--- config.mk ---
export PLATFORM = sky130hd
export DESIGN_NAME = hostname_syntax_checker_core_flat
export DESIGN_NICKNAME = d
export VERILOG_FILES = /design/src/rtl/core/hsc_pkg.sv /design/src/rtl/core/hsc_if.sv /design/src/rtl/core/hostname_syntax_checker_core.sv /design/src/rtl/core/hsc_front.sv /design/src/rtl/core/hsc_fifo.sv /design/src/rtl/core/hsc_back.sv /design/src/flat_wrapper.sv
export SDC_FILE = /design/constraint.sdc
export NUM_CORES = 1
export LEC_CHECK = 0
export ABC_AREA = 1
export BUFFER_PORTS_ARGS = -buffer_cell sky130_fd_sc_hd__buf_2
export CORE_MARGIN = 3
export CORE_UTILIZATION = 64
export CTS_BUF_LIST = sky130_fd_sc_hd__clkbuf_8
export CTS_CLUSTER_DIAMETER = 50
export DETAILED_ROUTE_END_ITERATION = 10
export PLACE_DENSITY = 0.81
export SYNTH_ARGS = -nofsm -noshare
export SYNTH_HDL_FRONTEND = slang
export SYNTH_SLANG_ARGS = --single-unit
--- constraint.sdc ---
create_clock -name clk_i -period 5.5 [get_ports clk_i]
set_clock_uncertainty 0.1 [all_clocks]
set_input_delay 1.1 -clock clk_i [delete_from_list [all_inputs] [get_ports clk_i]]
set_output_delay 1.1 -clock clk_i [all_outputs]
set_load 0.02 [all_outputs]
--- src/rtl/core/hsc_pkg.sv ---
// shared types, constants and helper functions of the host name syntax checker
package hsc_pkg;

  localparam int unsigned HSC_QDEPTH = 2;
  localparam int unsigned HSC_QPTR_W = (HSC_QDEPTH > 1) ? $clog2(HSC_QDEPTH) : 1;
  localparam int unsigned HSC_QCNT_W = $clog2(HSC_QDEPTH + 1);

  localparam int unsigned HSC_CHAR_W = 8;
  localparam int unsigned HSC_CFG_W  = 8;
  localparam int unsigned HSC_CNT_W  = 9;
  localparam int unsigned HSC_STAT_W = 4;

  localparam logic [HSC_CNT_W-1:0] HSC_SAT_MAX       = 9'd256;
  localparam logic [HSC_CFG_W-1:0] HSC_MAX_NAME_RST  = 8'd253;
  localparam logic [HSC_CFG_W-1:0] HSC_MAX_LABEL_RST = 8'd63;

  typedef enum logic [0:0] {
    REG_MAX_NAME  = 1'b0,
    REG_MAX_LABEL = 1'b1
  } cfg_idx_e;

  typedef enum logic [HSC_STAT_W-1:0] {
    ST_VALID       = 4'd0,
    ST_EMPTY       = 4'd1,
    ST_TOO_LONG    = 4'd2,
    ST_LEAD_DOT    = 4'd3,
    ST_TRAIL_DOT   = 4'd4,
    ST_DOUBLE_DOT  = 4'd5,
    ST_EMPTY_LABEL = 4'd6,
    ST_LABEL_LONG  = 4'd7,
    ST_BAD_CHARS   = 4'd8
  } status_e;

  typedef enum logic [2:0] {
    CLS_SPACE,
    CLS_DOT,
    CLS_ALNUM,
    CLS_HYPHEN,
    CLS_OTHER
  } cls_e;

  typedef struct packed {
    logic has;
    logic last;
    cls_e cls;
  } tok_t;

  typedef struct packed {
    logic [HSC_CFG_W-1:0] max_name;
    logic [HSC_CFG_W-1:0] max_label;
  } cfg_t;

  typedef struct packed {
    status_e              status;
    logic                 is_valid;
    logic [HSC_CNT_W-1:0] length;
  } res_t;

  typedef struct packed {
    logic                 seen;
    logic [HSC_CNT_W-1:0] total;
    logic [HSC_CNT_W-1:0] pend;
    logic                 fdot;
    logic                 pdot;
    logic                 ddot;
    logic [HSC_CNT_W-1:0] lcnt;
    logic                 lgood;
    logic                 lalnum;
    status_e              fault;
  } name_st_t;

  localparam name_st_t HSC_ST_CLEAR = '{
    seen:   1'b0,
    total:  '0,
    pend:   '0,
    fdot:   1'b0,
    pdot:   1'b0,
    ddot:   1'b0,
    lcnt:   '0,
    lgood:  1'b1,
    lalnum: 1'b0,
    fault:  ST_VALID
  };

  function automatic logic [HSC_CNT_W-1:0] sat_add(input logic [HSC_CNT_W-1:0] a,
                                                   input logic [HSC_CNT_W-1:0] b);
    logic [HSC_CNT_W:0] s;
    s = {1'b0, a} + {1'b0, b};
    return (s > {1'b0, HSC_SAT_MAX}) ? HSC_SAT_MAX : s[HSC_CNT_W-1:0];
  endfunction

  // verdict of one label as it closes
  function automatic status_e label_fault(input logic [HSC_CNT_W-1:0] lcnt,
                                          input logic [HSC_CFG_W-1:0] max_label,
                                          input logic                 lgood,
                                          input logic                 lalnum);
    status_e f;
    if (lcnt == '0) begin
      f = ST_EMPTY_LABEL;
    end else if (lcnt > {1'b0, max_label}) begin
      f = ST_LABEL_LONG;
    end else if (!lgood || !lalnum) begin
      f = ST_BAD_CHARS;
    end else begin
      f = ST_VALID;
    end
    return f;
  endfunction

endpackage

--- src/rtl/core/hsc_if.sv ---
// request channel interfaces for characters in and verdicts out
interface hsc_in_if;
  logic                         valid;
  logic                         ready;
  logic [hsc_pkg::HSC_CHAR_W-1:0] char_code;
  logic                         has_char;
  logic                         is_last;

  modport source (output valid, output char_code, output has_char, output is_last,
                  input ready);
  modport sink (input valid, input char_code, input has_char, input is_last,
                output ready);
endinterface

interface hsc_out_if;
  logic                          valid;
  logic                          ready;
  logic [hsc_pkg::HSC_STAT_W-1:0] status;
  logic                          is_valid;
  logic [hsc_pkg::HSC_CNT_W-1:0]  trimmed_length;

  modport source (output valid, output status, output is_valid, output trimmed_length,
                  input ready);
  modport sink (input valid, input status, input is_valid, input trimmed_length,
                output ready);
endinterface

--- src/rtl/core/hostname_syntax_checker_core.sv ---
// top level of the streaming host name syntax checker
// Takes a host name one Latin-1 character per request on in_i (has_char 0 is a
// bare marker, is_last 1 closes the name) and returns one verdict per name on
// out_o: status code, is_valid and the length after whitespace trimming. Every
// accepted request is one state update in the back end, so with out_o ready the
// block sustains one character per clock; a verdict passes the token queue and the
// output register before it appears on out_o. The pace is set by the back end's
// state update; the two-entry token queue and the output register let in_i keep
// flowing while a verdict waits. The user must write limits through cfg_we_i /
// cfg_idx_i / cfg_wdata_i only while idle; the block itself does not enforce it.
module hostname_syntax_checker_core (
  input  logic                          clk_i,
  input  logic                          rst_ni,
  input  logic                          cfg_we_i,
  input  logic [0:0]                    cfg_idx_i,
  input  logic [hsc_pkg::HSC_CFG_W-1:0] cfg_wdata_i,
  hsc_in_if.sink                        in_i,
  hsc_out_if.source                     out_o
);

  hsc_pkg::cfg_t cfg_q, cfg_d;
  hsc_pkg::tok_t push_tok, pop_tok;
  hsc_pkg::res_t res;
  logic          push, full, pop_valid, pop_ready, res_valid;

  // limit registers
  always_comb begin
    cfg_d = cfg_q;
    if (cfg_we_i) begin
      case (hsc_pkg::cfg_idx_e'(cfg_idx_i))
        hsc_pkg::REG_MAX_NAME:  cfg_d.max_name  = cfg_wdata_i;
        hsc_pkg::REG_MAX_LABEL: cfg_d.max_label = cfg_wdata_i;
        default: cfg_d = cfg_q;
      endcase
    end
  end

  always_ff @(posedge clk_i or negedge rst_ni) begin
    if (!rst_ni) begin
      cfg_q.max_name  <= hsc_pkg::HSC_MAX_NAME_RST;
      cfg_q.max_label <= hsc_pkg::HSC_MAX_LABEL_RST;
    end else begin
      cfg_q <= cfg_d;
    end
  end

  // classify characters
  hsc_front u_front (
    .in_i   (in_i),
    .full_i (full),
    .push_o (push),
    .tok_o  (push_tok)
  );

  // decouple front from back
  hsc_fifo u_fifo (
    .clk_i   (clk_i),
    .rst_ni  (rst_ni),
    .push_i  (push),
    .data_i  (push_tok),
    .full_o  (full),
    .pop_i   (pop_ready),
    .valid_o (pop_valid),
    .data_o  (pop_tok)
  );

  // running state and verdict
  hsc_back u_back (
    .clk_i       (clk_i),
    .rst_ni      (rst_ni),
    .tok_valid_i (pop_valid),
    .tok_i       (pop_tok),
    .tok_ready_o (pop_ready),
    .cfg_i       (cfg_q),
    .res_valid_o (res_valid),
    .res_ready_i (out_o.ready),
    .res_o       (res)
  );

  // verdict request
  assign out_o.valid          = res_valid;
  assign out_o.status         = res.status;
  assign out_o.is_valid       = res.is_valid;
  assign out_o.trimmed_length = res.length;

endmodule

--- src/rtl/core/hsc_front.sv ---
// front end: takes a character request and classifies it into a token
module hsc_front (
  hsc_in_if.sink        in_i,
  input  logic          full_i,
  output logic          push_o,
  output hsc_pkg::tok_t tok_o
);

  logic [hsc_pkg::HSC_CHAR_W-1:0] c;
  logic                           is_space;
  logic                           is_alnum;

  assign c = in_i.char_code;

  assign is_space = (c >= 8'd9 && c <= 8'd13) || c == 8'd32 || c == 8'd133 || c == 8'd160;
  assign is_alnum = (c >= 8'd48 && c <= 8'd57) || (c >= 8'd65 && c <= 8'd90)
                 || (c >= 8'd97 && c <= 8'd122);

  always_comb begin
    tok_o.has  = in_i.has_char;
    tok_o.last = in_i.is_last;
    if (is_space) begin
      tok_o.cls = hsc_pkg::CLS_SPACE;
    end else if (c == 8'd46) begin
      tok_o.cls = hsc_pkg::CLS_DOT;
    end else if (is_alnum) begin
      tok_o.cls = hsc_pkg::CLS_ALNUM;
    end else if (c == 8'd45) begin
      tok_o.cls = hsc_pkg::CLS_HYPHEN;
    end else begin
      tok_o.cls = hsc_pkg::CLS_OTHER;
    end
  end

  assign in_i.ready = !full_i;
  assign push_o     = in_i.valid && !full_i;

endmodule

--- src/rtl/core/hsc_fifo.sv ---
// short token queue between front and back
module hsc_fifo (
  input  logic          clk_i,
  input  logic          rst_ni,
  input  logic          push_i,
  input  hsc_pkg::tok_t data_i,
  output logic          full_o,
  input  logic          pop_i,
  output logic          valid_o,
  output hsc_pkg::tok_t data_o
);

  hsc_pkg::tok_t                      mem_q [hsc_pkg::HSC_QDEPTH];
  logic [hsc_pkg::HSC_QPTR_W-1:0]     wr_ptr_q, wr_ptr_d;
  logic [hsc_pkg::HSC_QPTR_W-1:0]     rd_ptr_q, rd_ptr_d;
  logic [hsc_pkg::HSC_QCNT_W-1:0]     cnt_q, cnt_d;
  logic                               do_push, do_pop;

  localparam logic [hsc_pkg::HSC_QPTR_W-1:0] PtrLast = hsc_pkg::HSC_QPTR_W'(hsc_pkg::HSC_QDEPTH - 1);
  localparam logic [hsc_pkg::HSC_QCNT_W-1:0] CntFull = hsc_pkg::HSC_QCNT_W'(hsc_pkg::HSC_QDEPTH);

  assign full_o  = (cnt_q == CntFull);
  assign valid_o = (cnt_q != '0);
  assign data_o  = mem_q[rd_ptr_q];
  assign do_push = push_i && !full_o;
  assign do_pop  = pop_i && valid_o;

  always_comb begin
    wr_ptr_d = wr_ptr_q;
    rd_ptr_d = rd_ptr_q;
    cnt_d    = cnt_q;
    if (do_push) begin
      wr_ptr_d = (wr_ptr_q == PtrLast) ? '0 : wr_ptr_q + 1'b1;
    end
    if (do_pop) begin
      rd_ptr_d = (rd_ptr_q == PtrLast) ? '0 : rd_ptr_q + 1'b1;
    end
    if (do_push && !do_pop) begin
      cnt_d = cnt_q + 1'b1;
    end else if (do_pop && !do_push) begin
      cnt_d = cnt_q - 1'b1;
    end
  end

  always_ff @(posedge clk_i or negedge rst_ni) begin
    if (!rst_ni) begin
      wr_ptr_q <= '0;
      rd_ptr_q <= '0;
      cnt_q    <= '0;
    end else begin
      wr_ptr_q <= wr_ptr_d;
      rd_ptr_q <= rd_ptr_d;
      cnt_q    <= cnt_d;
    end
  end

  always_ff @(posedge clk_i) begin
    if (do_push) begin
      mem_q[wr_ptr_q] <= data_i;
    end
  end

endmodule

--- src/rtl/core/hsc_back.sv ---
// back end: running name state, verdict and output register
module hsc_back (
  input  logic          clk_i,
  input  logic          rst_ni,
  input  logic          tok_valid_i,
  input  hsc_pkg::tok_t tok_i,
  output logic          tok_ready_o,
  input  hsc_pkg::cfg_t cfg_i,
  output logic          res_valid_o,
  input  logic          res_ready_i,
  output hsc_pkg::res_t res_o
);

  hsc_pkg::name_st_t st_q, st_d, nx;
  hsc_pkg::res_t     res_q, res_d;
  hsc_pkg::status_e  f_dot, f_end, status;
  logic              res_valid_q, res_valid_d;
  logic              out_free, step, is_alnum;

  assign out_free    = !res_valid_q || res_ready_i;
  assign tok_ready_o = !tok_i.last || out_free;
  assign step        = tok_valid_i && tok_ready_o;
  assign is_alnum    = (tok_i.cls == hsc_pkg::CLS_ALNUM);

  // character update
  always_comb begin
    nx    = st_q;
    f_dot = hsc_pkg::ST_VALID;
    if (tok_i.has) begin
      if (tok_i.cls == hsc_pkg::CLS_SPACE) begin
        if (st_q.seen) begin
          nx.pend = hsc_pkg::sat_add(st_q.pend, 9'd1);
        end
      end else begin
        // inner whitespace becomes bad label characters
        if (st_q.pend != '0) begin
          nx.total  = hsc_pkg::sat_add(st_q.total, st_q.pend);
          nx.lcnt   = hsc_pkg::sat_add(st_q.lcnt, st_q.pend);
          nx.lgood  = 1'b0;
          nx.lalnum = 1'b0;
          nx.pdot   = 1'b0;
          nx.pend   = '0;
        end
        nx.seen = 1'b1;
        if (tok_i.cls == hsc_pkg::CLS_DOT) begin
          if (nx.total == '0) begin
            nx.fdot = 1'b1;
          end
          if (nx.pdot) begin
            nx.ddot = 1'b1;
          end
          nx.total = hsc_pkg::sat_add(nx.total, 9'd1);
          f_dot    = hsc_pkg::label_fault(nx.lcnt, cfg_i.max_label, nx.lgood, nx.lalnum);
          if (nx.fault == hsc_pkg::ST_VALID) begin
            nx.fault = f_dot;
          end
          nx.lcnt   = '0;
          nx.lgood  = 1'b1;
          nx.lalnum = 1'b0;
          nx.pdot   = 1'b1;
        end else begin
          nx.total = hsc_pkg::sat_add(nx.total, 9'd1);
          if (nx.lcnt == '0 && !is_alnum) begin
            nx.lgood = 1'b0;
          end
          if (!is_alnum && tok_i.cls != hsc_pkg::CLS_HYPHEN) begin
            nx.lgood = 1'b0;
          end
          nx.lalnum = is_alnum;
          nx.lcnt   = hsc_pkg::sat_add(nx.lcnt, 9'd1);
          nx.pdot   = 1'b0;
        end
      end
    end
  end

  // verdict at the end of a name
  always_comb begin
    f_end = hsc_pkg::label_fault(nx.lcnt, cfg_i.max_label, nx.lgood, nx.lalnum);
    if (nx.total == '0) begin
      status = hsc_pkg::ST_EMPTY;
    end else if (nx.total > {1'b0, cfg_i.max_name}) begin
      status = hsc_pkg::ST_TOO_LONG;
    end else if (nx.fdot) begin
      status = hsc_pkg::ST_LEAD_DOT;
    end else if (nx.pdot) begin
      status = hsc_pkg::ST_TRAIL_DOT;
    end else if (nx.ddot) begin
      status = hsc_pkg::ST_DOUBLE_DOT;
    end else if (nx.fault != hsc_pkg::ST_VALID) begin
      status = nx.fault;
    end else begin
      status = f_end;
    end
  end

  always_comb begin
    st_d        = st_q;
    res_d       = res_q;
    res_valid_d = res_valid_q && !res_ready_i;
    if (step) begin
      st_d = nx;
      if (tok_i.last) begin
        st_d           = hsc_pkg::HSC_ST_CLEAR;
        res_d.status   = status;
        res_d.is_valid = (status == hsc_pkg::ST_VALID);
        res_d.length   = nx.total;
        res_valid_d    = 1'b1;
      end
    end
  end

  always_ff @(posedge clk_i or negedge rst_ni) begin
    if (!rst_ni) begin
      st_q        <= hsc_pkg::HSC_ST_CLEAR;
      res_valid_q <= 1'b0;
    end else begin
      st_q        <= st_d;
      res_valid_q <= res_valid_d;
    end
  end

  always_ff @(posedge clk_i) begin
    res_q <= res_d;
  end

  assign res_valid_o = res_valid_q;
  assign res_o       = res_q;

endmodule

--- src/flat_wrapper.sv ---
// flat-port wrapper written by rule: the top's interface ports become plain ports
module hostname_syntax_checker_core_flat 
  (clk_i, rst_ni, cfg_we_i, cfg_idx_i, cfg_wdata_i, in_i_valid, in_i_char_code, in_i_has_char, in_i_is_last, in_i_ready, out_o_valid, out_o_status, out_o_is_valid, out_o_trimmed_length, out_o_ready);
  hsc_in_if in_i_i ();
  hsc_out_if out_o_i ();
  input  logic clk_i;
  input  logic rst_ni;
  input  logic cfg_we_i;
  input  logic [0:0] cfg_idx_i;
  input  logic [hsc_pkg::HSC_CFG_W-1:0] cfg_wdata_i;
  input wire logic [$bits(in_i_i.valid)-1:0] in_i_valid;
  input wire logic [$bits(in_i_i.char_code)-1:0] in_i_char_code;
  input wire logic [$bits(in_i_i.has_char)-1:0] in_i_has_char;
  input wire logic [$bits(in_i_i.is_last)-1:0] in_i_is_last;
  output wire logic [$bits(in_i_i.ready)-1:0] in_i_ready;
  output wire logic [$bits(out_o_i.valid)-1:0] out_o_valid;
  output wire logic [$bits(out_o_i.status)-1:0] out_o_status;
  output wire logic [$bits(out_o_i.is_valid)-1:0] out_o_is_valid;
  output wire logic [$bits(out_o_i.trimmed_length)-1:0] out_o_trimmed_length;
  input wire logic [$bits(out_o_i.ready)-1:0] out_o_ready;
  assign in_i_i.valid = in_i_valid;
  assign in_i_i.char_code = in_i_char_code;
  assign in_i_i.has_char = in_i_has_char;
  assign in_i_i.is_last = in_i_is_last;
  assign in_i_ready = in_i_i.ready;
  assign out_o_valid = out_o_i.valid;
  assign out_o_status = out_o_i.status;
  assign out_o_is_valid = out_o_i.is_valid;
  assign out_o_trimmed_length = out_o_i.trimmed_length;
  assign out_o_i.ready = out_o_ready;
  hostname_syntax_checker_core u_core (.clk_i(clk_i), .rst_ni(rst_ni), .cfg_we_i(cfg_we_i), .cfg_idx_i(cfg_idx_i), .cfg_wdata_i(cfg_wdata_i), .in_i(in_i_i), .out_o(out_o_i));
endmodule
Word level (Yosys, flattened, before mapping)
Memories as Yosys holds them, arrays and structs flattened. Index checks and enable logic that the tools add are counted.

Input port bits: 24. Memory bits (writable): 10. Latch bits: 0. Output and inout port bits: 16. Register bits: 72. Memory bits (read-only): 0. Word-level logic and storage cells: 161. Memories kept: 1.

Reduce and logical (&&, ||, !) cells: 50. Order comparisons: 16. Divide/modulo/power cells: 0. Bitwise logic cells: 1. Multiply operators: 0. Shifts and indexed selects: 0. Multiplexer cells: 54. Eq/ne operators: 11. Add/subtract/negate cells: 9.

Memories: u_core.u_fifo.mem_q (words 2, width 5, rd ports 1, clocked after Yosys merged registers in 0, wr ports 1, line hsc_fifo.sv:13) `hsc_pkg::tok_t mem_q [hsc_pkg::HSC_QDEPTH];`.

Operator list (count): 2-to-1 mux 37 bit (2); 2-to-1 mux 18 bit (4); 2-to-1 mux 9 bit (7); 2-to-1 mux 4 bit (14); greater-than comparator 10 x 9 -> 1 bit, second input constant (5); 2-to-1 mux 11 bit (4); logical NOT 9 bit (4); adder 9 x 1 -> 10 bit, second input constant (3); greater-than comparator 9 x 8 -> 1 bit (3); == test 8 x 6 -> 1 bit, second input constant (3); adder 9 x 9 -> 10 bit (2); == test 8 bit, second input constant (2); greater-or-equal comparator 8 x 7 -> 1 bit, second input constant (2); less-or-equal comparator 8 x 7 -> 1 bit, second input constant (2); 2-to-1 mux 1 bit (16); logical AND 1 bit (12); 2-to-1 mux 3 bit (4); logical NOT 1 bit (11); 2-to-1 mux 10 bit (1); logical OR 1 bit (9); nonzero test 9 bit (1); greater-or-equal comparator 8 x 4 -> 1 bit, second input constant (1); greater-or-equal comparator 8 x 6 -> 1 bit, second input constant (1); less-or-equal comparator 8 x 4 -> 1 bit, second input constant (1); other kinds (20) (27).

Logic depth before layout (Yosys ltp)
Gate-level depths: netlist of the first run.

Depth after elaboration: 27. Mapped depth: 42. Gate-level depth less buffers: 42.

Cells and area by module
Synthesis of the first run repeated with hierarchy kept, for this count alone.

Cells, all modules: 959. Area, all modules: 6854.1 µm².

By module, submodules not included: hsc_back (seq. area each 1372.6 µm², area an instance 5346.4 µm², times used 1, cells an instance 783); hostname_syntax_checker_core (seq. area each 416.6 µm², area an instance 679.4 µm², times used 1, cells an instance 70); hsc_fifo (seq. area each 400.4 µm², area an instance 601.8 µm², times used 1, cells an instance 57); hsc_front (seq. area each 0.0 µm², area an instance 226.5 µm², times used 1, cells an instance 49).

Worst setup path before layout of the first run
No wires, ideal clock.

Path kind: register to register. Start: register u_core.u_back.st_q[18] (netlist name). End: register u_core.u_back.res_q, in the netlist u_core.u_back.res_o[9], data pin. Data required time: 5150 ps. Arrival: 4621 ps. Clock period less this slack: 4972 ps. Slack: 528 ps. Path buffers: 0. Stages on the path, launching flop included: 39. Path through: dfrtp_1 > ha_1 > inv_1 > fa_1 > inv_1 > nand2_1 > nand2_2 > nand3_1 > nand2_1 > nand3_1 > nor2_1 > nand3_2 > nand2_4 > nand2_2 > o21ai_4 > ha_1 > nand3_2 > clkinv_1 > (+3 left out) > nand3_1 > nand2_2 > ha_1 > nand4_1 > o221a_2 > o21ai_0 > a21oi_1 > or2_2 > nand2_1 > nand2_1 > inv_1 > o21ai_1 > nand2_1 > nand2_1 > nand2_1 > nand2_1 > nand3_1 > nor2_2.

Cells in the longest elaborated chain, start to end: 25. Elaborated cells between the ends (all ways): 61.

RTL lines: start: declaration (line hsc_back.sv:14) `hsc_pkg::name_st_t st_q, st_d, nx;`; start signal: assignment (line hsc_back.sv:115) `st_q <= hsc_pkg::HSC_ST_CLEAR;`; start signal: assignment (line hsc_back.sv:118) `st_q <= st_d;`; branches (longest 12 deep; another with adder 9 x 9 -> 10 bit); 2-to-1 mux 37 bit * (line hsc_back.sv:29) `if (tok_i.has) begin`; branches (longest 10 deep; another with greater-than comparator 9 x 8 -> 1 bit); 2-to-1 mux 4 bit * (line hsc_back.sv:80) `if (nx.total == '0) begin`; logical NOT 4 bit * (line hsc_back.sv:106) `res_d.is_valid = (status == hsc_pkg::ST_VALID);`; end signal: assignment (line hsc_back.sv:124) `res_q <= res_d;`; end: declaration (line hsc_back.sv:15) `hsc_pkg::res_t res_q, res_d;`.

Mark *: on every way between the ends. The select of a mux whose other input is x is not followed. A chain may end at the register's enable or synchronous reset.

Worst setup path after layout of the first run
Start: register u_core.u_back.st_q[6] (netlist name). End: register u_core.u_back.res_q, in the netlist u_core.u_back.res_o[9], data pin.

Cells in the longest elaborated chain, start to end: 25. Elaborated cells between the ends (all ways): 36.

RTL lines: branches (longest 12 deep; another with adder 9 x 9 -> 10 bit); 2-to-1 mux 37 bit * (line hsc_back.sv:29); branches (longest 5 deep; another with greater-than comparator 9 x 8 -> 1 bit); 2-to-1 mux 4 bit * (line hsc_back.sv:90) `end else if (nx.fault != hsc_pkg::ST_VALID) begin`; 2-to-1 mux 4 bit * (line hsc_back.sv:88) `end else if (nx.ddot) begin`; 2-to-1 mux 4 bit * (line hsc_back.sv:86) `end else if (nx.pdot) begin`; 2-to-1 mux 4 bit * (line hsc_back.sv:84) `end else if (nx.fdot) begin`; 2-to-1 mux 4 bit * (line hsc_back.sv:82) `end else if (nx.total > {1'b0, cfg_i.max_name}) begin`; 2-to-1 mux 4 bit * (line hsc_back.sv:80); logical NOT 4 bit * (line hsc_back.sv:106).

Marked as above.

==> results of run 1 <==
==> state kept, by name (all words and copies together) (netlist names) <==
register and count:
u_core.u_fifo.cnt_q 2, u_core.u_back.st_q 37, u_core.u_fifo.rd_ptr_q 1, u_core.u_fifo.wr_ptr_q 1
u_core.u_back.res_o 14, u_core.u_fifo.mem_q 10, u_core.cfg_q 16, u_core.u_back.res_valid_o 1
==> kinds of logic after synthesis <==
family | count (synthesis) | share of synthesized area, %
AOI/OAI and AO/OA | 140 | 12.3
and+or+nand+nor | 488 | 34.2
xor gates and xnor gates | 16 | 2.04
DFF | 82 | 31.9
buffers and inverters | 170 | 9.77
adders and majority gates | 53 | 9.87
==> final cells by class <==
cell class	count	area, um2	area share (%)
multi-input combinational	697	4100	53.9
sequential	82	2190	28.9
inverter	157	596	7.83
timing repair buffer	60	353	4.64
tap	136	170	2.24
clock buffer	10	138	1.81
clock inverter	6	56.3	0.740
==> worst max-delay path by stage <==
stage	from	end	cells after the start
2_1_floorplan	u_core.u_back.st_q[18]$_DFFE_PN0P_	u_core.u_back.res_o[9]$_DFFE_PP_	38
3_3_place_gp	u_core.u_back.st_q[18]$_DFFE_PN0P_	u_core.u_back.res_o[9]$_DFFE_PP_	38
3_5_place_dp	u_core.u_back.st_q[18]$_DFFE_PN0P_	u_core.u_back.res_o[9]$_DFFE_PP_	38
4_1_cts	u_core.u_back.st_q[18]$_DFFE_PN0P_	u_core.u_back.res_o[9]$_DFFE_PP_	38
5_1_grt	u_core.u_back.st_q[6]$_DFFE_PN0P_	u_core.u_back.res_o[9]$_DFFE_PP_	38
6_report	u_core.u_back.st_q[6]$_DFFE_PN0P_	u_core.u_back.res_o[9]$_DFFE_PP_	38
==> what timing repair did <==
item                                    4_1_cts  5_1_grt
pin swaps                                     0        3
buffers inserted                              0        6
hold buffers                                  0        0
gates cloned                                  0        0
hold endpoints to repair                      0        0
gates resized for setup                       2       23
endpoints found under the setup margin        1        5
==> worst max-delay path: cells and delay by family, from the launching register on <==
family	cells	cell delay [ns]
xor gates and xnor gates	1	0.25
DFF	1	0.43
AOI/OAI and AO/OA	5	0.61
adders and majority gates	4	0.99
and+or+nand+nor	24	2.28
buffers and inverters	4	0.25
==> metal layers <==
metal	up-vias	track usage, %	routed length (um)
met1	2950	41.0	7580
met5	-	0	0
li1	3221	-	-
met4	0	8.19	366
met2	238	48.1	8040
met3	34	3.93	1050
==> power groups by stage <==
stage          clock [mW]  sequential [mW]  combinational (mW)
3_3_place_gp            0            0.933                1.84
2_1_floorplan           0            0.983                1.34
6_report            0.438            0.925                1.95
5_1_grt             0.472            0.942                2.17
4_1_cts             0.441            0.925                1.89
3_5_place_dp            0            0.935                1.87
==> layout by cell type, fill, tap and decap left out, drive strengths merged <==
master / instances
o2111ai: 1
xor2: 11
clkinvlp: 2
o22ai: 11
inv: 158
nor3: 16
a21boi: 1
fa: 2
a31oi: 4
o21bai: 4
o311ai: 1
buf: 60
dfrtp: 44
nor4: 6
a211oi: 1
or2: 8
nand3: 79
nor2: 94
nand3b: 2
and2: 1
a41oi: 1
edfxtp: 24
o31ai: 2
o41ai: 1
nor3b: 1
a31o: 1
ha: 51
xnor2: 5
a21o: 3
o21ai: 65
clkbuf: 10
nand4: 16
and3: 2
o221a: 1
dfstp: 14
clkinv: 3
nand2: 263
a22oi: 2
a21oi: 41
==> stage by stage <==
stage,std cells,utilization (%),hold slack (ns)
floorplan,949,-,0.353
finish,1148,73.3,0.396
CTS,1142,72.0,0.391
global route,1148,73.3,0.418
global placement,1126,70.1,0.365
detailed placement,1126,70.1,0.376
==> cell usage after synthesis, types with 12 or more instances <==
library cell	n	area, um2
a21oi_1	38	190
dfrtp_1	44	1100
dfstp_2	14	368
edfxtp_1	24	721
ha_1	51	638
inv_1	144	541
nand2_1	217	815
nand2_2	33	206
nand2_4	12	135
nand3_1	71	355
nand4_1	14	87.6
nor2_1	83	312
nor3_1	16	80.1
o21ai_0	58	290
==> impl_results.md, run 1 <==
* Min-delay src: u_core.cfg_q[12]$_DFFE_PN1P_
* Clock Sinks at 82
* Crit path DAT at 5.18 ns
* Root Driver: clkbuf_8
* Pin count of the biggest net entering global routing at slightly below 60
* Master of the slowest instance on the critical path: dfrtp_1
* DR DRC count at 0
* H-Tree Depth at 3
* Detail Route Antenna Nets at 0
* Syn Nets at ~1,000
* Sw power at between 1.5 and 2 mW
* Yosys cell types at 60
* Total gr overflow at 0
* Initial Util at 66.3%
* Final setup vio count at 0
* Nets@finish at about 1,100
* First-pass GRT wire length at 27,500 um
* Vias in the first global route at 5,780
* HPWL Detailed at 13,200 um
* Total die area at 12,000 um2
* Tcrit/Tclk final at between 90% and 100%
* Internal reg-to-reg setup slack at between 0.3 and 0.4 ns
* Reg-to-reg endpoint: u_core.u_back.res_o[9]$_DFFE_PP_
* Critical path's largest stage delay at 0.43 ns
* TritonCTS clock tree: done
* Sw frac at 50.2%
* Max Slew Vio Count at 0
* Max VDD drop at 438 uV
* Placed cell area at 7270 um2
* First-pass detailed-route iteration total at 6
* Placement Rows at 37
* Total Power at 3.31 mW
* Setup tns final at 0 ns
* Initial antenna violation count at 0
* Clk Latency, worst-skew pair at 0.37 ns
* Async SR Flop Fraction at 70.7%
* Top_reg_cell synth: dfrtp_1
* Fin crit period at about 5.2 ns
* Combinational group share of total power at 58.8%
* Post-synthesis sequential area ratio at 31.9%
* Max-cap violations at 0
* CTS Buffer Depth at 2
* Final Hold Viols at 0
* Port bufs at 39
* Headroom to the max-slew limit at between 50% and 60%
* Worst Path Max Fanout at 7
* I/O Pins at 40
* Worst Hold Class: reg2reg
* DR vias at 6,443
* Post-Synthesis Cells at 949
* Worst Path Required at 5.52 ns
* Worst setup SP type: flop
* Netlist Area Pre-Place at 6870 um2
* Worst-margin pin slew at 0.748 ns
* Fmax at 0.194 GHz
* Clk pwr share at 13.2%
* Final Cell Area at roughly 7600 um2
* Seq cells post-synth at between 80 and 90
* CTS Buf Count at 9
* Share of power burned in registers at between 20 and 30%
* EDFF count, synth at 24
* CP most frequent cell: nand2_1
* Filler instances at 873
* Ratio of cells with drive above 1 in the final layout at 20.8%
* Worst-case reg-to-reg path depth at 38
* WHS Path Cells at 2
* Ant. Diodes at 0
* P&R area growth vs syn at 10.6%
* Internal power at 1.65 mW
* Crit Path Class: reg2reg
* DR vias/cell at ~5.6
* Syn. warnings at 0
* GP Congestion at 0.955
* Leakage power at 3.87 nW
* Hold EP: u_core.cfg_q[12]$_DFFE_PN1P_
* GRT Util Overall at between 20% and 30%
* Die Wd at between 100 and 150 um
* Syn Area/Cell at 7.24 um2
* Status: completed
* Core area at 10,400 um2
* Detailed Route Iter0 Violations at 601
* Drt total wl at 17,000 um
* CP endpoint kind: flop
* Post-route setup slack at between 0.3 and 0.4 ns
* Average wire per cell in the routed design at ~15 um
* Die Y at roughly 110 um
* Pwr per Cell Area at between 400 and 500 nW/um2
* Worst slack at placement at -0.0212 ns
* Worst R2R Start: u_core.u_back.st_q[6]$_DFFE_PN0P_
* Clock transition at the registers of the reported paths at 0.10 ns
Power figures use the tool's default switching activity.
==> inputs of run 2 (changes only) <==
--- a/config.mk
+++ b/config.mk
@@ -15,4 +15,5 @@
 export PLACE_DENSITY = 0.81
 export SYNTH_ARGS = -nofsm -noshare
 export SYNTH_HDL_FRONTEND = slang
+export SYNTH_HIERARCHICAL = 1
 export SYNTH_SLANG_ARGS = --single-unit
==> constraint.sdc (replaced) <==
create_clock -name clk_i -period 5.5 [get_ports clk_i]
set_clock_uncertainty 0.1 [all_clocks]
set_input_delay 0 -clock clk_i [delete_from_list [all_inputs] [get_ports clk_i]]
set_output_delay 0 -clock clk_i [all_outputs]
set_load 0.02 [all_outputs]
==> run 2 against run 1 <==
Net effect:
- clock power is 8.4% higher
- critical path depth is 4 lower
- first-iteration DRC count is 26% higher
- via count is 3.6% higher
- register-to-register slack worse by 0.05 ns
- wire length is 5.3% higher
- non-clock buffer count is 33 higher
- hold slack worse by 0.38 ns
- cell count is 3.7% higher
- synthesized area is 0.29% lower
==> impl_results.md, run 2 <==
* WHS at 0.0201 ns
* P&R area growth vs syn at 15.7%
* Most common cell after layout, fill and taps aside: nand2_1
* Synth Area in Adders at 10.1%
* Netlist Area Pre-Place at approximately 6900 um2
* Storage cell area at 2190 um2
* Internal power at 1.73 mW
* Sw frac at 48.0%
* Crit path buf inv count at 3
* Filler instances at 800
* First-pass detailed-route iteration total at 6
* Die Wd at 109 um
* Total Power at 3.33 mW
* DR vias/cell at 5.61
* Initial antenna violation count at 0
* Detail Route Antenna Nets at 0
* GP Congestion at 0.929
* Async SR Flop Fraction at roughly 70%
* Core Util, Final at 76.5%
* Max FFs per register at 37
* Mux cell area share after synthesis at 0%
* Worst Hold Class: in2reg
* Die Y at 109 um
* Post-synth top cells: nand2_1, inv_1, nor2_1
* H-Tree Depth at 3
* Final setup vio count at 0
* Fmax at 0.192 GHz
* Top post-synthesis cells by area: dfrtp_1, nand2_1, edfxtp_1
* CTS Buf Count at 9
* Root Driver: clkbuf_8
* DR vias at roughly 6,700
* Clk pwr share at around 14%
* Crit path DAT at roughly 5.2 ns
* Final Cell Area at about 7900 um2
* Compound-Gate Fraction of Synth Area at 10.2%
* Clock transition at the registers of the reported paths at 0.10 ns
* Average wire per cell in the routed design at 15.1 um
* Clock Sinks at 82
* Fin crit period at ~5.2 ns
* Clk Latency, worst-skew pair at 0.37 ns
* Most frequent cells in the layout: nand2_1, inv_1, nor2_1, nand3_1, ha_1
* Worst slack at placement at 0.00473 ns
* Port bufs at 39
* Total gr overflow at 0
* Crit Path Class: reg2reg
* Synth Area in XOR/XNOR at 2.43%
* DR DRC count at 0
* GRT Util Overall at 29.7%
* Post-synthesis sequential area ratio at 31.9%
* Area of the multi-input gates at 4070 um2
* Total die area at 12,000 um2
* Placement Rows at 37
* Worst setup SP type: flop
* First-pass GRT wire length at 28,200 um
* Initial Util at 66.1%
* Vias in the first global route at 6,100
* Crit path max-delay family: simple AND/OR/NAND/NOR gates
* Yosys cell types at 55
* Post-synth top area share at between 15 and 20%
* Setup tns final at 0 ns
* CTS Buffer Depth at 2
* Share of power burned in registers at roughly 28%
* Leakage power at approximately 4.0 nW
* Non-filler cells in the finished layout at 1,191
* Max VDD drop at 347 uV
* Largest Register: u_core/u_back/st_q
* Largest family of logic cells by synthesized area: simple AND/OR/NAND/NOR gates
* Critical path's largest stage delay at 0.51 ns
* Worst-margin pin slew at 1.03 ns
* Worst Path Max Fanout at 6
* Final Hold Viols at 0
* CP endpoint kind: flop
* Simple-gate share of the synthesized area at between 30% and 40%
* Post-route setup slack at between 0.2 and 0.3 ns
* Combinational group share of total power at 58.2%
* Max-cap violations at 0
* Status: completed
* Pin count of the biggest net entering global routing at between 50 and 60
* Sw power at 1.60 mW
* Syn Nets at 1,037
* Max Slew Vio Count at 0
* Tcrit/Tclk final at between 90% and 100%
* Ant. Diodes at 0
* Worst Path Required at 5.52 ns
* EDFF count, synth at 24
* Master of the slowest instance on the critical path: fa_2
* Ratio of cells with drive above 1 in the final layout at 19.1%
* Core area at 10,400 um2
* Post-Synthesis Cells at around 960
* Nets@finish at between 1,000 and 1,500
* Detailed Route Iter0 Violations at 756
* TritonCTS clock tree: done
* Top-count cell post-synth: nand2_1
* I/O Pins at 40
* Seq cells post-synth at 82
* Syn Area/Cell at 7.15 um2
* Synth area leader: dfrtp_1
* Top_reg_cell synth: dfrtp_1
* # placed instances at 1,130
* Drt total wl at 18,000 um
* Syn. warnings at 6
* Pwr per Cell Area at 420 nW/um2
* Headroom to the max-slew limit at a little under a third
* Placed cell area at 7190 um2
* HPWL Detailed at 12,800 um
==> run 2: cell count changes in the layout (fill, tap and decap cells not counted), moves of 5 or more <==
cell / change
nand2_1: +33
o21ai_0: -32
dlygate4sd3_1: +25
inv_1: +11
a21oi_1: -10
nand3_1: +9
buf_4: +8
nand2_4: -8
o32ai_1: +6
a211oi_1: +5
or2_2: -5
==> run 2: final timing paths <==
check | start | end | slack (ns) | depth (start not counted)
worst max-delay path | u_core/u_back/st_q[27]$_DFFE_PN0P_ | u_core/u_back/res_o[9]$_DFFE_PP_ | 0.29 | 34
worst min-delay path | in_i_char_code[0] | u_core/u_fifo/mem_q[0][0]$_DFFE_PP_ | 0.02 | 4
min in group asynchronous | rst_ni | u_core/u_back/st_q[25]$_DFFE_PN0P_ | 0.21 | 3
worst max register to register | u_core/u_back/st_q[27]$_DFFE_PN0P_ | u_core/u_back/res_o[9]$_DFFE_PP_ | 0.29 | 34
worst min register to register | u_core/cfg_q[2]$_DFFE_PN1P_ | u_core/cfg_q[2]$_DFFE_PN1P_ | 0.37 | 2
max in group asynchronous | rst_ni | u_core/u_back/st_q[18]$_DFFE_PN0P_ | 4.54 | 3
==> run 2: cell families after synthesis <==
logic type	Yosys count
fa+ha+maj	54
compound gates	109
xor+xnor	19
flops	82
buf+inv	176
simple gates	519
==> run 2: per-layer routing <==
| metal | wire, um | global-route usage (%) |
|---|---|---|
| met5 | 0 | 0 |
| met1 | 7920 | 39.0 |
| met2 | 8680 | 51.2 |
| met4 | 386 | 9.53 |
| met3 | 962 | 3.35 |
==> run 2: power by group through the flow <==
stage	clock network, mW	registers (mW)	logic, mW
after floorplan	0	0.973	1.25
after global placement	0	0.920	1.70
after detailed placement	0	0.926	1.74
after CTS	0.476	0.916	1.76
after global routing	0.500	0.932	2.15
final	0.475	0.917	1.94
==> run 2: repair_timing <==
action | 4_1_cts | 5_1_grt
hold buffers | 25 | 0
setup endpoints to repair | 1 | 5
resized for setup | 1 | 27
endpoints found under the hold margin | 71 | 0
pin swaps | 0 | 16
setup buffers | 0 | 20
==> run 2: final cells by class <==
cell class              instances  share of cell area [%]
well taps                     136                    2.15
multi-input cells             701                    51.3
inverters                     163                    7.86
repair buffers                 93                    8.36
flip-flops and latches         82                    27.6
clock inverters                 7                    1.10
clock buffers                   9                    1.56
==> run 2: worst min-delay path, cell delays in order <==
cell and delay [ns]:
buf_2 0.12, nor2_1 0.05, nand2_1 0.07, nand2_1 0.07
==> inputs of run 3 (changes only) <==
--- a/config.mk
+++ b/config.mk
@@ -13,6 +13,7 @@
 export CTS_CLUSTER_DIAMETER = 50
 export DETAILED_ROUTE_END_ITERATION = 10
 export PLACE_DENSITY = 0.81
+export REMOVE_ABC_BUFFERS = 1
 export SYNTH_ARGS = -nofsm -noshare
 export SYNTH_HDL_FRONTEND = slang
 export SYNTH_HIERARCHICAL = 1
==> run 3 against run 2 <==
Net effect:
- sequential cell count unchanged
- via count rose by 0.69%
- sequential share of layout area barely moved
- register-to-register slack worse by 0.04 ns
- largest cell class unchanged
- global-route usage grew 1.3 points
- count of clock-buffer cells in the layout is the same
- cell count rose by 0.17%
- total power down 0.43%
- sequential power about the same
- highest routed layer unchanged
- non-clock buffer count rose by 2
- setup slack got worse by 0.037 ns
- combinational power about the same
==> impl_results.md, run 3 (synthesis results as in run 2) <==
* Tcrit/Tclk final at 95.4%
* Grt met2 use at 53.8%
* Detailed Route Iter0 Violations at 716
* Average wire per cell in the routed design at 15.3 um
* GRT Util Overall at 31.0%
* Worst path depth at 33
* Largest Register: u_core/u_back/st_q
* End point of the critical path: u_core/u_back/res_o[9]$_DFFE_PP_
* Worst-margin pin slew at 1.01 ns
* Crit path DAT at 5.28 ns
* Initial Util at between 60% and 70%
* Crit path buf inv count at 1
* HPWL Detailed at 12,700 um
* Ratio of cells with drive above 1 in the final layout at 18.6%
* Final setup vio count at 0
* I/O Pins at 40
* Crit path max-delay family: simple AND/OR/NAND/NOR gates
* Vias in the first global route at 6,287
* CTS Buf Count at 9
* Max VDD drop at between 300 and 400 uV
* First-pass detailed-route iteration total at 7
* Worst Path Max Fanout at 7
* Setup tns final at 0 ns
* Final Hold Viols at 0
* Worst Hold Class: in2reg
* Clock transition at the registers of the reported paths at around 0.090 ns
* Die Y at 109 um
* Status: completed
* P&R area growth vs syn at 15.8%
* CP endpoint kind: flop
* GP Congestion at approximately 0.97
* First-pass GRT wire length at 29,300 um
* H-Tree Depth at 3
* Max FFs per register at 37
* Total die area at 12,000 um2
* Ant. Diodes at 0
* Fin crit period at roughly 5.2 ns
* WHS at about 0.053 ns
* Initial antenna violation count at 0
* Leakage power at about 4 nW
* Internal reg-to-reg setup slack at about 0.25 ns
* Port bufs at 39
* Worst Path Required at ~5.5 ns
* Drt total wl at around 18,000 um
* Clock Sinks at about 80
* Core area at 10,400 um2
* Most frequent cells in the layout: nand2_1, inv_1, nor2_1, nand3_1, ha_1
* Total Power at 3.32 mW
* DR DRC count at 0
* Worst setup SP type: flop
* CTS Buffer Depth at 2
* Placement Rows at 37
* Gr busiest metal: met2
* Pwr per Cell Area at 418 nW/um2
* TritonCTS clock tree: done
* Nets@finish at about 1,100
* CP Launch Point: u_core/u_back/st_q[21]$_DFFE_PN0P_
* Pin count of the biggest net entering global routing at 59
* Die Wd at 109 um
* Clk Latency, worst-skew pair at 0.36 ns
* Root Driver: clkbuf_8
* Max Slew Vio Count at 0
* Detail Route Antenna Nets at 0
* Met3 usage at 3.11%
* Max-cap violations at 0
* DR vias/cell at 5.64
* Worst R2R Start: u_core/u_back/st_q[21]$_DFFE_PN0P_
* Worst-case reg-to-reg path depth at 33
* Reg-to-reg endpoint: u_core/u_back/res_o[9]$_DFFE_PP_
* Crit Path Class: reg2reg
* Critical path's largest stage delay at 0.45 ns
* Headroom to the max-slew limit at 32.7%
* Met1 Usage GRT at between 40% and 50%
* DR vias at 6,724
* Master of the slowest instance on the critical path: dfrtp_1
* Most common cell after layout, fill and taps aside: nand2_1
* Fmax at 0.191 GHz
* Total gr overflow at 0
[run 3: changes by cell type in the layout (fill, tap and decap cells not counted), sizes merged]
| cell | before | now |
|---|---|---|
| clkinv | 3 | 5 |
| bufinv | 2 | 1 |
| dlygate4sd3 | 25 | 31 |
| inv | 163 | 161 |
| clkinvlp | 2 | 3 |
| buf | 68 | 64 |
[run 3: how the worst min path moves through the flow]
stage | from | end | slack (ns) | depth (start not counted)
2_1_floorplan | rst_ni | u_core/cfg_q[6]$_DFFE_PN0P_ | -0.40 | 0
3_3_place_gp | rst_ni | u_core/u_back/st_q[26]$_DFFE_PN0P_ | 0.08 | 2
3_5_place_dp | rst_ni | u_core/u_back/st_q[26]$_DFFE_PN0P_ | 0.09 | 2
4_1_cts | in_i_char_code[7] | u_core/u_fifo/mem_q[1][1]$_DFFE_PP_ | 0.03 | 4
5_1_grt | in_i_char_code[7] | u_core/u_fifo/mem_q[1][1]$_DFFE_PP_ | 0.05 | 4
6_report | in_i_char_code[7] | u_core/u_fifo/mem_q[1][1]$_DFFE_PP_ | 0.05 | 4
[run 3: power breakdown]
part	internal, mW	switching [mW]	total (mW)
clock	0.213	0.236	0.449
sequential	0.832	0.0820	0.914
combinational	0.635	1.32	1.95
total	1.68	1.64	3.32
[run 3: what timing repair did]
item | in CTS | in global routing
buffers inserted | 0 | 15
endpoints found under the hold margin | 71 | 0
endpoints found under the setup margin | 0 | 4
gates resized for setup | 0 | 29
hold buffers | 31 | 0
[run 3: through the flow]
step,instance area [um2],worst slack [ns],util [%],instances
floorplan,6760,0.718,-,946
global placement,7200,0.110,69.4,1131
detailed placement,7200,0.0298,69.4,1131
CTS,7710,0.0227,74.3,1178
global route,7940,-0.0395,76.5,1193
finish,7940,0.254,76.5,1193
[run 3: worst reg2reg max path: cells and delay by family (launching register included)]
family          cells  cell delay, ns
simple gates       20            2.12
fa+ha+maj           3            0.83
buf+inv             1            0.06
flops               1            0.45
compound gates      7            1.06
xor+xnor            2            0.36
[run 3: metal layers]
layer | up-vias | wire length [um]
met2 | 273 | 8840
met4 | 0 | 509
met3 | 61 | 1070
met1 | 3085 | 7850
met5 | - | 0
li1 | 3305 | -
[run 3: area by class of cell]
cell class / instances / area [um2]
multi-input cells: 701 / 4050
fillers: 794 / 2430
flip-flops and latches: 82 / 2190
repair buffers: 95 / 697
inverters: 163 / 623
well taps: 136 / 170
clock buffers: 9 / 124
clock inverters: 7 / 76.3
